===== src/design/gsfp_pkg.sv =====
// Shared types for the gimbal status frame parser.
`timescale 1ns / 1ps

package gsfp_pkg;

  // Number of stored payload bytes (frame offsets 8 through 19).
  localparam int unsigned PayloadDepth = 12;
  localparam int unsigned PayloadIdxW  = $clog2(PayloadDepth);

  // One decoded result item as it travels from the parser to the output stage.
  typedef struct packed {
    logic               frame_kind;
    logic signed [15:0] yaw_tenths;
    logic signed [15:0] pitch_tenths;
    logic signed [15:0] roll_tenths;
    logic signed [15:0] yaw_rate_tenths;
    logic signed [15:0] pitch_rate_tenths;
    logic signed [15:0] roll_rate_tenths;
    logic [7:0]         zoom_whole;
    logic [7:0]         zoom_tenth;
  } res_t;

endpackage


===== src/design/gsfp_frame_fsm.sv =====
// Byte-serial frame tracker: header hunt, command decode and payload capture.
`timescale 1ns / 1ps

module gsfp_frame_fsm (
  input  logic          clk_i,
  input  logic          rst_ni,
  input  logic          byte_take_i,
  input  logic [7:0]    rx_byte_i,
  output logic          res_push_o,
  output gsfp_pkg::res_t res_o
);
  import gsfp_pkg::*;

  typedef enum logic [1:0] {
    PH_HUNT1,
    PH_HUNT2,
    PH_COLLECT,
    PH_SKIP
  } phase_e;

  typedef enum logic [1:0] {
    CLS_NONE,
    CLS_POSE,
    CLS_ZOOM
  } class_e;

  localparam logic [7:0] HdrFirst  = 8'h55;
  localparam logic [7:0] HdrSecond = 8'h66;
  localparam logic [7:0] CmdPose   = 8'h0d;
  localparam logic [7:0] CmdZoom   = 8'h18;

  localparam logic [4:0] PosStart  = 5'd2;
  localparam logic [4:0] PosCmd    = 5'd7;
  localparam logic [4:0] PosData   = 5'd8;
  localparam logic [4:0] PosDataEnd = 5'd20;  // one past the last stored offset
  localparam logic [4:0] PosPoseLast = 5'd21;
  localparam logic [4:0] PosZoomLast = 5'd11;
  localparam logic [4:0] PosSkipLast = 5'd9;

  phase_e phase_q, phase_d;
  logic [4:0] pos_q, pos_d;
  class_e cls_q, cls_d;
  class_e cls_now;
  logic skip_now;

  logic [7:0] payload_q [PayloadDepth];
  logic                   wr_en;
  logic [PayloadIdxW-1:0] wr_idx;

  assign wr_idx = PayloadIdxW'(pos_q - PosData);

  always_comb begin
    phase_d    = phase_q;
    pos_d      = pos_q;
    cls_d      = cls_q;
    cls_now    = cls_q;
    skip_now   = 1'b0;
    res_push_o = 1'b0;
    wr_en      = 1'b0;
    if (byte_take_i) begin
      unique case (phase_q)
        PH_HUNT1: begin
          if (rx_byte_i == HdrFirst) begin
            phase_d = PH_HUNT2;
          end
        end
        PH_HUNT2: begin
          if (rx_byte_i == HdrSecond) begin
            phase_d = PH_COLLECT;
            pos_d   = PosStart;
            cls_d   = CLS_NONE;
          end else if (rx_byte_i != HdrFirst) begin
            phase_d = PH_HUNT1;
          end
        end
        PH_SKIP: begin
          if (pos_q >= PosSkipLast) begin
            phase_d = PH_HUNT1;
            pos_d   = '0;
          end else begin
            pos_d = pos_q + 5'd1;
          end
        end
        PH_COLLECT: begin
          if (pos_q == PosCmd) begin
            if (rx_byte_i == CmdPose) begin
              cls_now = CLS_POSE;
            end else if (rx_byte_i == CmdZoom) begin
              cls_now = CLS_ZOOM;
            end else begin
              skip_now = 1'b1;
              phase_d  = PH_SKIP;
              pos_d    = PosData;
            end
          end else if (pos_q >= PosData && pos_q < PosDataEnd) begin
            wr_en = 1'b1;
          end
          if (!skip_now) begin
            if ((cls_now == CLS_POSE && pos_q >= PosPoseLast) ||
                (cls_now == CLS_ZOOM && pos_q >= PosZoomLast)) begin
              res_push_o = 1'b1;
              phase_d    = PH_HUNT1;
              pos_d      = '0;
              cls_d      = CLS_NONE;
            end else if (pos_q >= PosPoseLast) begin
              phase_d = PH_HUNT1;
              pos_d   = '0;
              cls_d   = CLS_NONE;
            end else begin
              pos_d = pos_q + 5'd1;
              cls_d = cls_now;
            end
          end
        end
        default: begin
          phase_d = PH_HUNT1;
        end
      endcase
    end
  end

  // The last byte of a frame is never one of the bytes it reports, so the
  // result is built from the stored payload alone.
  always_comb begin
    res_o = '0;
    if (cls_now == CLS_ZOOM) begin
      res_o.frame_kind = 1'b1;
      res_o.zoom_whole = payload_q[0];
      res_o.zoom_tenth = payload_q[1];
    end else begin
      res_o.frame_kind        = 1'b0;
      res_o.yaw_tenths        = {payload_q[1], payload_q[0]};
      res_o.pitch_tenths      = {payload_q[3], payload_q[2]};
      res_o.roll_tenths       = {payload_q[5], payload_q[4]};
      res_o.yaw_rate_tenths   = {payload_q[7], payload_q[6]};
      res_o.pitch_rate_tenths = {payload_q[9], payload_q[8]};
      res_o.roll_rate_tenths  = {payload_q[11], payload_q[10]};
    end
  end

  always_ff @(posedge clk_i or negedge rst_ni) begin
    if (!rst_ni) begin
      phase_q <= PH_HUNT1;
      pos_q   <= '0;
      cls_q   <= CLS_NONE;
    end else begin
      phase_q <= phase_d;
      pos_q   <= pos_d;
      cls_q   <= cls_d;
    end
  end

  always_ff @(posedge clk_i) begin
    if (wr_en) begin
      payload_q[wr_idx] <= rx_byte_i;
    end
  end

endmodule


===== src/design/gsfp_out_stage.sv =====
// Result output register with a one-entry skid register behind it.
`timescale 1ns / 1ps

module gsfp_out_stage (
  input  logic           clk_i,
  input  logic           rst_ni,
  input  logic           push_i,
  input  gsfp_pkg::res_t res_i,
  output logic           full_o,
  output logic           res_valid_o,
  input  logic           res_stall_i,
  output gsfp_pkg::res_t res_o
);
  import gsfp_pkg::*;

  logic out_valid_q, out_valid_d;
  logic skid_valid_q, skid_valid_d;
  res_t out_q, out_d;
  res_t skid_q, skid_d;
  logic pop;

  assign pop = out_valid_q && !res_stall_i;

  always_comb begin
    out_valid_d  = out_valid_q;
    skid_valid_d = skid_valid_q;
    out_d        = out_q;
    skid_d       = skid_q;
    if (skid_valid_q) begin
      // The upstream side is held off while the skid entry is occupied.
      if (pop) begin
        out_d        = skid_q;
        skid_valid_d = 1'b0;
      end
    end else if (push_i) begin
      if (!out_valid_q || pop) begin
        out_d       = res_i;
        out_valid_d = 1'b1;
      end else begin
        skid_d       = res_i;
        skid_valid_d = 1'b1;
      end
    end else if (pop) begin
      out_valid_d = 1'b0;
    end
  end

  always_ff @(posedge clk_i or negedge rst_ni) begin
    if (!rst_ni) begin
      out_valid_q  <= 1'b0;
      skid_valid_q <= 1'b0;
    end else begin
      out_valid_q  <= out_valid_d;
      skid_valid_q <= skid_valid_d;
    end
  end

  always_ff @(posedge clk_i) begin
    out_q  <= out_d;
    skid_q <= skid_d;
  end

  assign full_o      = skid_valid_q;
  assign res_valid_o = out_valid_q;
  assign res_o       = out_q;

endmodule


===== src/design/gimbal_status_frame_parser.sv =====
// Top level of the gimbal status frame parser.
`timescale 1ns / 1ps

// The block takes a received byte stream on the rx channel (rx_valid_i,
// rx_stall_o, rx_byte_i) and gives decoded frames on the res channel
// (res_valid_o, res_stall_i and one port per result field).
// An item on either channel moves at a rising edge where valid is high and
// stall is low.
// The parser hunts for the header bytes 0x55 then 0x66, reads the command at
// frame offset 7, and emits one result item after the last byte of a 22-byte
// pose frame or a 12-byte zoom frame. Frames with any other command have
// their first ten bytes dropped before the hunt starts again.
// One byte is accepted every cycle unless rx_stall_o is high. A result item
// is registered at the edge that accepts the last byte of its frame. Unused
// fields of a result item are zero.
// When the receiver stalls, a finished result waits in the output register
// and one more result can wait in a skid register behind it, so bytes keep
// flowing. Only when both are full is rx_stall_o raised.
// Reset clears the hunt state and empties the output and skid registers.
// The stored payload bytes are not cleared; every byte a result reports is
// written earlier in the same frame.

module gimbal_status_frame_parser (
  input  logic               clk_i,
  input  logic               rst_ni,
  input  logic               rx_valid_i,
  output logic               rx_stall_o,
  input  logic [7:0]         rx_byte_i,
  output logic               res_valid_o,
  input  logic               res_stall_i,
  output logic               frame_kind_o,
  output logic signed [15:0] yaw_tenths_o,
  output logic signed [15:0] pitch_tenths_o,
  output logic signed [15:0] roll_tenths_o,
  output logic signed [15:0] yaw_rate_tenths_o,
  output logic signed [15:0] pitch_rate_tenths_o,
  output logic signed [15:0] roll_rate_tenths_o,
  output logic [7:0]         zoom_whole_o,
  output logic [7:0]         zoom_tenth_o
);
  import gsfp_pkg::*;

  logic byte_take;
  logic res_push;
  logic stage_full;
  res_t res_new;
  res_t res_out;

  // A byte is taken whenever the output side has room for one more result.
  assign rx_stall_o = stage_full;
  assign byte_take  = rx_valid_i && !stage_full;

  gsfp_frame_fsm u_frame_fsm (
    .clk_i       (clk_i),
    .rst_ni      (rst_ni),
    .byte_take_i (byte_take),
    .rx_byte_i   (rx_byte_i),
    .res_push_o  (res_push),
    .res_o       (res_new)
  );

  gsfp_out_stage u_out_stage (
    .clk_i       (clk_i),
    .rst_ni      (rst_ni),
    .push_i      (res_push),
    .res_i       (res_new),
    .full_o      (stage_full),
    .res_valid_o (res_valid_o),
    .res_stall_i (res_stall_i),
    .res_o       (res_out)
  );

  assign frame_kind_o        = res_out.frame_kind;
  assign yaw_tenths_o        = res_out.yaw_tenths;
  assign pitch_tenths_o      = res_out.pitch_tenths;
  assign roll_tenths_o       = res_out.roll_tenths;
  assign yaw_rate_tenths_o   = res_out.yaw_rate_tenths;
  assign pitch_rate_tenths_o = res_out.pitch_rate_tenths;
  assign roll_rate_tenths_o  = res_out.roll_rate_tenths;
  assign zoom_whole_o        = res_out.zoom_whole;
  assign zoom_tenth_o        = res_out.zoom_tenth;

endmodule

===== config.mk =====
export PLATFORM = sky130hd
export DESIGN_NAME = gimbal_status_frame_parser
export DESIGN_NICKNAME = d
export VERILOG_FILES = /design/src/design/gsfp_pkg.sv /design/src/design/gsfp_frame_fsm.sv /design/src/design/gsfp_out_stage.sv /design/src/design/gimbal_status_frame_parser.sv
export SDC_FILE = /design/constraint.sdc
export NUM_CORES = 1
export LEC_CHECK = 0
export BUFFER_PORTS_ARGS = -buffer_cell sky130_fd_sc_hd__buf_2
export CAP_MARGIN = 15
export CORE_ASPECT_RATIO = 0.5
export CORE_MARGIN = 5
export CORE_UTILIZATION = 55
export DETAILED_ROUTE_END_ITERATION = 7
export GPL_TIMING_DRIVEN = 0
export PLACE_DENSITY = 0.85
export SLEW_MARGIN = 30
export SYNTH_ARGS = -nofsm -noshare
export SYNTH_HDL_FRONTEND = slang
export SYNTH_SLANG_ARGS = --single-unit

===== constraint.sdc =====
create_clock -name clk_i -period 15.1 [get_ports clk_i]
set_input_delay 3.02 -clock clk_i [delete_from_list [all_inputs] [get_ports clk_i]]
set_output_delay 3.02 -clock clk_i [all_outputs]
set_load 0.05 [all_outputs]

# ---- Word-level counts from Yosys, hierarchy flattened
# Memories as Yosys holds them, arrays and structs flattened.
# Index checks and enable logic that the tools add are counted.
dict set report word_totals {
  regBits 237
  n_memories 1
  ramBits 96
  input_bits 12
  wordCells 138
}
dict set report classes {
  magnitude_cmp 5
  muxes 61
  bitwise_logic 2
  n_reduce_logical 22
  n_eq_ne 22
  add_sub_neg 2
}
# memory words width rd rd_ports_with_merged_regs write_ports line
set mem_list {}
lappend mem_list {u_frame_fsm.payload_q 12 8 12 0 1 gsfp_frame_fsm.sv:46} ;# logic [7:0] payload_q [PayloadDepth];
# op count
set ops {}
lappend ops {{$mux 113} 4}
lappend ops {{$mux 96} 1}
lappend ops {{$mux 2} 21}
lappend ops {{$mux 5} 8}
lappend ops {{$mux 1} 23}
lappend ops {{$eq 8x7->1 const B} 2}
lappend ops {{$mux 16} 1}
lappend ops {{$ge 5x4->1 const B} 3}
lappend ops {{$pmux 5 s3} 1}
lappend ops {{$reduce_and 3->1} 3}
lappend ops {{$eq 2x2->1 const B} 4}
lappend ops {{$eq 8x4->1 const B} 1}
lappend ops {{$eq 8x5->1 const B} 1}
lappend ops {{$ne 2x1->1 const B} 4}
lappend ops {{$ne 8x7->1 const B} 1}
lappend ops {{$pmux 2 s4} 1}
lappend ops {{$reduce_and 4->1} 2}
lappend ops {{$reduce_bool 2->1} 4}
lappend ops {{$ne 3x3->1 const B} 2}
lappend ops {{$reduce_and 6->1} 1}
lappend ops {{$add 5x1->5 const B} 1}
lappend ops {{$eq 5x3->1 const B} 1}
lappend ops {{$ge 5x5->1 const B} 1}
lappend ops {{$logic_and 1x1->1} 5}
lappend ops {{other kinds (12)} 18}

# ---- Depth between registers and ports, before layout
dict set report depth {
  depth_word 15
  ltp_mapped 10
}

# ---- By module
# Synthesis repeated with hierarchy kept, for this count alone.
dict set report hier_totals {
  cells_unflattened 695
  area_unflattened_um2 12924.9
}
# module area_per_inst_um2 cells_per_inst n_inst
set by_module_without_submodules {}
lappend by_module_without_submodules {gsfp_out_stage 8354.3 364 1}
lappend by_module_without_submodules {gsfp_frame_fsm 4556.9 330 1}
lappend by_module_without_submodules {gimbal_status_frame_parser 13.8 1 1}

# ---- Least setup slack after synthesis
# OpenSTA, ideal clock, no wires.
dict set report synth_timing {
  kind {input port to flip-flop}
  from {input port rx_byte_i[6]}
  to {register u_out_stage.out_q (netlist bit u_out_stage.res_o[0]), enable pin}
  arrival_ns 12.131
  path_stages 5
  required_time_ns 14.342
  n_path_buf 0
  setup_slack_ns 2.211
  path_cell_list {nor4_4 -> o211ai_1 -> nand2_1 -> o2111ai_1 -> a21boi_0}
}
dict set report synth_between {
  elab_chain_len 15
  elab_cells_between_ends 23
  classes_between {eq/ne: 4; mux: 14; reduce/logical: 5}
}
# item line
set synth_rtl {}
lappend synth_rtl {{start, declared} gimbal_status_frame_parser.sv:28} ;# input logic [7:0] rx_byte_i,
lappend synth_rtl {{$eq 8x5->1} gsfp_frame_fsm.sv:88} ;# end else if (rx_byte_i == CmdZoom) begin
lappend synth_rtl {{$mux 2} gsfp_frame_fsm.sv:88}
lappend synth_rtl {{$mux 2} gsfp_frame_fsm.sv:86} ;# if (rx_byte_i == CmdPose) begin
lappend synth_rtl {{$mux 2} gsfp_frame_fsm.sv:85} ;# if (pos_q == PosCmd) begin
lappend synth_rtl {{$mux 2} gsfp_frame_fsm.sv:61} ;# unique case (phase_q)
lappend synth_rtl {{$mux 2} gsfp_frame_fsm.sv:60} ;# if (byte_take_i) begin
lappend synth_rtl {{$eq 2x1->1 or $eq 2x2->1 (tied branches)} {gsfp_frame_fsm.sv:99, gsfp_frame_fsm.sv:100}}
lappend synth_rtl {{$logic_and 1x1->1, on equally long branches} {gsfp_frame_fsm.sv:99, gsfp_frame_fsm.sv:100}}
lappend synth_rtl {{$logic_or 1x1->1} gsfp_frame_fsm.sv:99} ;# if ((cls_now == CLS_POSE && pos_q >= PosPoseLast) ||
lappend synth_rtl {{$mux 1} gsfp_frame_fsm.sv:99}
lappend synth_rtl {{$mux 1 *} gsfp_frame_fsm.sv:98} ;# if (!skip_now) begin
lappend synth_rtl {{$mux 1 *} gsfp_frame_fsm.sv:61}
lappend synth_rtl {{$mux 1 *} gsfp_frame_fsm.sv:60}
lappend synth_rtl {{$reduce_bool 2->1 (no source line) *} --}
lappend synth_rtl {{$reduce_and 3->1 (no source line) *} --}
lappend synth_rtl {{end signal, assigned} gsfp_out_stage.sv:59} ;# out_q <= out_d;
lappend synth_rtl {{end, declared} gsfp_out_stage.sv:18} ;# res_t out_q, out_d;
# Mark *: on every way between the ends. The rest lies on a longest branch, timed or not. The select of a mux whose other input is x is not followed.
# A chain may end at the register's enable or synchronous reset.

# ---- Worst setup path after layout
dict set report layout_timing {
  from {input port rx_byte_i[4]}
  to {register u_out_stage.skid_q[104] (netlist name), enable pin}
}
dict set report layout_between {
  elab_chain_len 14
  elab_cells_between_ends 22
  classes_between {eq/ne: 4; mux: 14; reduce/logical: 4}
}
# item line
set layout_rtl {}
lappend layout_rtl {{$eq 8x5->1} gsfp_frame_fsm.sv:88}
lappend layout_rtl {{$mux 2} gsfp_frame_fsm.sv:88}
lappend layout_rtl {{$mux 2} gsfp_frame_fsm.sv:86}
lappend layout_rtl {{$mux 2} gsfp_frame_fsm.sv:85}
lappend layout_rtl {{$mux 2} gsfp_frame_fsm.sv:61}
lappend layout_rtl {{$mux 2} gsfp_frame_fsm.sv:60}
lappend layout_rtl {{$eq 2x1->1 or $eq 2x2->1 (tied branches)} {gsfp_frame_fsm.sv:99, gsfp_frame_fsm.sv:100}}
lappend layout_rtl {{$logic_and 1x1->1, on equally long branches} {gsfp_frame_fsm.sv:99, gsfp_frame_fsm.sv:100}}
lappend layout_rtl {{$logic_or 1x1->1} gsfp_frame_fsm.sv:99}
lappend layout_rtl {{$mux 1} gsfp_frame_fsm.sv:99}
lappend layout_rtl {{$mux 1 *} gsfp_frame_fsm.sv:98}
lappend layout_rtl {{$mux 1 *} gsfp_frame_fsm.sv:61}
lappend layout_rtl {{$mux 1 *} gsfp_frame_fsm.sv:60}
lappend layout_rtl {{$reduce_and 3->1 (no source line) *} --}
lappend layout_rtl {{end signal, assigned} gsfp_out_stage.sv:60} ;# skid_q <= skid_d;
lappend layout_rtl {{end, declared} gsfp_out_stage.sv:19} ;# res_t skid_q, skid_d;
# Marked as above.

==> impl_metrics.toml <==
[clocking]
clock_latency_ps = 560
cts_tree = "done"
post_cts_buffers = 0
cts_resized = 0
ctsHtreeMaxLevel = 1
clkSinkCount = 333
clk_transition_reported_paths_ps = 60
clockBufferDepth = 3
cts_buffers = 29
cts_hold_buffers = 0
clockRootBuffer = "clkbuf_16"

[sta]
max_slew_margin_pct = 54.54
period_minus_slack_ps = 6118
rsz0062_at_grt = "no"
hold_violations = 0
drv_slew = 0
finalSetupViolCount = 0
setup_slack_ps = 8982
skew_ps = 20.86
tightest_slew_ps = 680.4
min_period_over_period_pct = 40.51
max_freq_ghz = 0.1635

[pwr]
irDropWorstVdd_v = 0.00009040
leakagePower_nw = 5.800
power.density_mw_per_mm2 = 106.8

[synth]
avgSynthCellArea_sq_um = 15.10
ys_warn_count = 0
seq_area_frac_synth_pct = 70.00
synth_top_area_share_pct = 68.06
ys.flop_type = "edfxtp_1"
synth_area_leaders = "edfxtp_1 (68%), o31ai_4 (10%), nand2_1 (3.3%)"
async_reset_ff_share_pct = 3.303
synth-seq-cells = 333
synth-edff-count = 322
syn_nets = 962
synth_cells = 941
ys_types = 56
syn_area_sq_mm = 0.01421
synth_area_leader_cell = "edfxtp_1"
netlist_top_cells_count = "edfxtp_1 (322), nand2_1 (126), nor2_1 (115)"
synthMostInstantiatedCell = "edfxtp_1"

[detailed_routing]
drtPass1Iterations = 8
dr_wl_met3_microns = 3378
highest_layer = "met4"
wl_met1_microns = 12720
drt-total-wl_microns = 34790
met2WireLength_microns = 17480
vias = 8750
wire_per_inst_microns = 23.62
route.detailed.drc = 1
drtAntennaViolNets = 0
viasPerCell = 5.940
drtIter0Drc = 1231

[finish]
fillers = 1569
multi_input_area_sq_mm = 0.003502
fin_nets = 1129
syn_to_final_growth_pct = 15.24
final_area_sq_mm = 0.01637
num_antenna_cells = 0
final_core_util_pct = 64.74
final_cells = 1473
drive_above_1_share_pct = 25.60
seq_area_sq_mm = 0.009945

[worst_setup_path]
crit_required_ps = 15350
critPathMaxFanout = 23
crit_family = "simple AND/OR/NAND/NOR gates"
worst_path_max_delay_cell = "nor2_4"
critPathMostFrequentCell = "buf_16"
arrival_ps = 6360
path_cells = "buf_2, nor3b_1, o211ai_1, nand2_1, o2111ai_1, nor2_4, buf_16, buf_16, buf_16, buf_16"
crit_type = "input pin to flip-flop"
path_buf_inv = 5
critPathCaptureType = "flip-flop"
cp-start-kind = "input pin"
max_stage_delay_ps = 650

[floorplan]
dieArea_sq_mm = 0.02934
core_area_sq_mm = 0.02529
die_w_microns = 237.3
ios = 127
die_h_microns = 123.7
rows = 41
initial_core_util_pct = 56.18

[grt]
antenna_found_initial = 0
track_usage_pct = 23.21
grt_pass1_wl_microns = 51800
grt_max_degree = 25
grt_overflow = 0
grt_pass1_vias = 8787

[placement]
dp_hpwl_microns = 21690
dpl-instance-area_sq_mm = 0.01552
gp_congestion = 0.8155
io_buffer_count = 126
placed_cells = 1421
post-place-ws_ps = 8547

[outcome]
status = "finished, violations left"
violations = "DRC"

[hold_path]
hold_class = "flip-flop to flip-flop"

[flow_run]
cap_violations = 0
-- layout by cell type (no fill, tap or decap), types with 3 or more instances in the layout --
cell type / count
buf_16: 6
buf_2: 130
nor3b_1: 3
ha_1: 9
clkbuf_2: 7
nor2_1: 114
and3_1: 5
edfxtp_1: 322
and2_1: 8
nand2_1: 126
clkinv_1: 12
o21ai_0: 7
o21ai_1: 3
clkbuf_1: 27
inv_1: 105
buf_12: 7
buf_4: 11
nand3_1: 5
o31ai_4: 70
o31ai_1: 41
clkinv_2: 5
a21oi_1: 8
o31ai_2: 4
dfrtp_1: 11
nor2b_1: 3
buf_8: 5
nor4_1: 3
clkbuf_16: 29
-- worst reg2reg max path, cell delays in order (launching register included) --
cell and delay, ps:
dfrtp_1 520, ha_1 390, and4bb_1 240, buf_4 190, nand4_1 170, a21oi_1 210
o2111ai_1 320, nor2_4 660, buf_16 260, buf_16 210, buf_16 190, buf_16 190
-- kinds of logic after synthesis --
kind of cell,Yosys count,synth area share [%]
adders and majority gates,9,0.7926
muxes,2,0.1409
buffers and inverters,160,5.487
and+or+nand+nor,284,8.657
DFF,333,70.00
AOI/OAI and AO/OA,152,14.87
xor gates and xnor gates,1,0.06166
-- sequential cells by signal (all words and copies together), names as in the netlist --
register,flops
u_frame_fsm.cls_q,2
u_frame_fsm.payload_q,96
u_frame_fsm.phase_q,2
u_frame_fsm.pos_q,5
u_out_stage.full_o,1
u_out_stage.res_o,113
u_out_stage.res_valid_o,1
u_out_stage.skid_q,113
-- per-stage QoR --
stage / power, W / hold slack (ps) / setup TNS [ps]
finish: 0.001749 / 541.8 / 0
global route: 0.001797 / 545.2 / 0
CTS: 0.001743 / 537.2 / 0
detailed placement: 0.001067 / 516.9 / 0
global placement: 0.001063 / 509.3 / -105120
floorplan: 0.001049 / 494.6 / 0
-- cell type report --
cell class | count | share of cell area [%]
buffer | 54 | 2.384
clock buffer | 33 | 4.524
inverter | 106 | 2.430
timing repair buffer | 136 | 5.227
sequential | 333 | 60.74
multi-input combinational | 448 | 21.39
tap | 344 | 2.629
clock inverter | 19 | 0.6801
-- path summary, 6_finish.rpt --
| kind | startpoint | to | slack (ps) | depth (start not counted) |
|---|---|---|---|---|
| worst max register to register | u_frame_fsm.pos_q[0] | u_out_stage.skid_q[104] | 11250 | 11 |
| worst min-delay path | u_out_stage.skid_q[4] | u_out_stage.res_o[4] | 540 | 2 |
| worst max-delay path | rx_byte_i[4] | u_out_stage.skid_q[104] | 8980 | 10 |
| max in group asynchronous | rst_ni | u_frame_fsm.pos_q[0] | 12540 | 1 |
| min in group asynchronous | rst_ni | u_out_stage.full_o | 2340 | 1 |
| worst min register to register | u_out_stage.skid_q[4] | u_out_stage.res_o[4] | 540 | 2 |
-- power by group --
part	internal [W]	switching, W
Sequential	0.00100	0.00000409
Combinational	0.0000126	0.0000287
Clock	0.000368	0.000332
Total	0.00138	0.000365
-- layer usage --
layer	global-route usage (%)	vias to the layer above
met3	3.827	91
met4	7.889	0
met5	0	-
li1	-	3730
met1	29.70	4345
met2	41.25	584
Note: power is estimated with default switching activity, not from simulation.
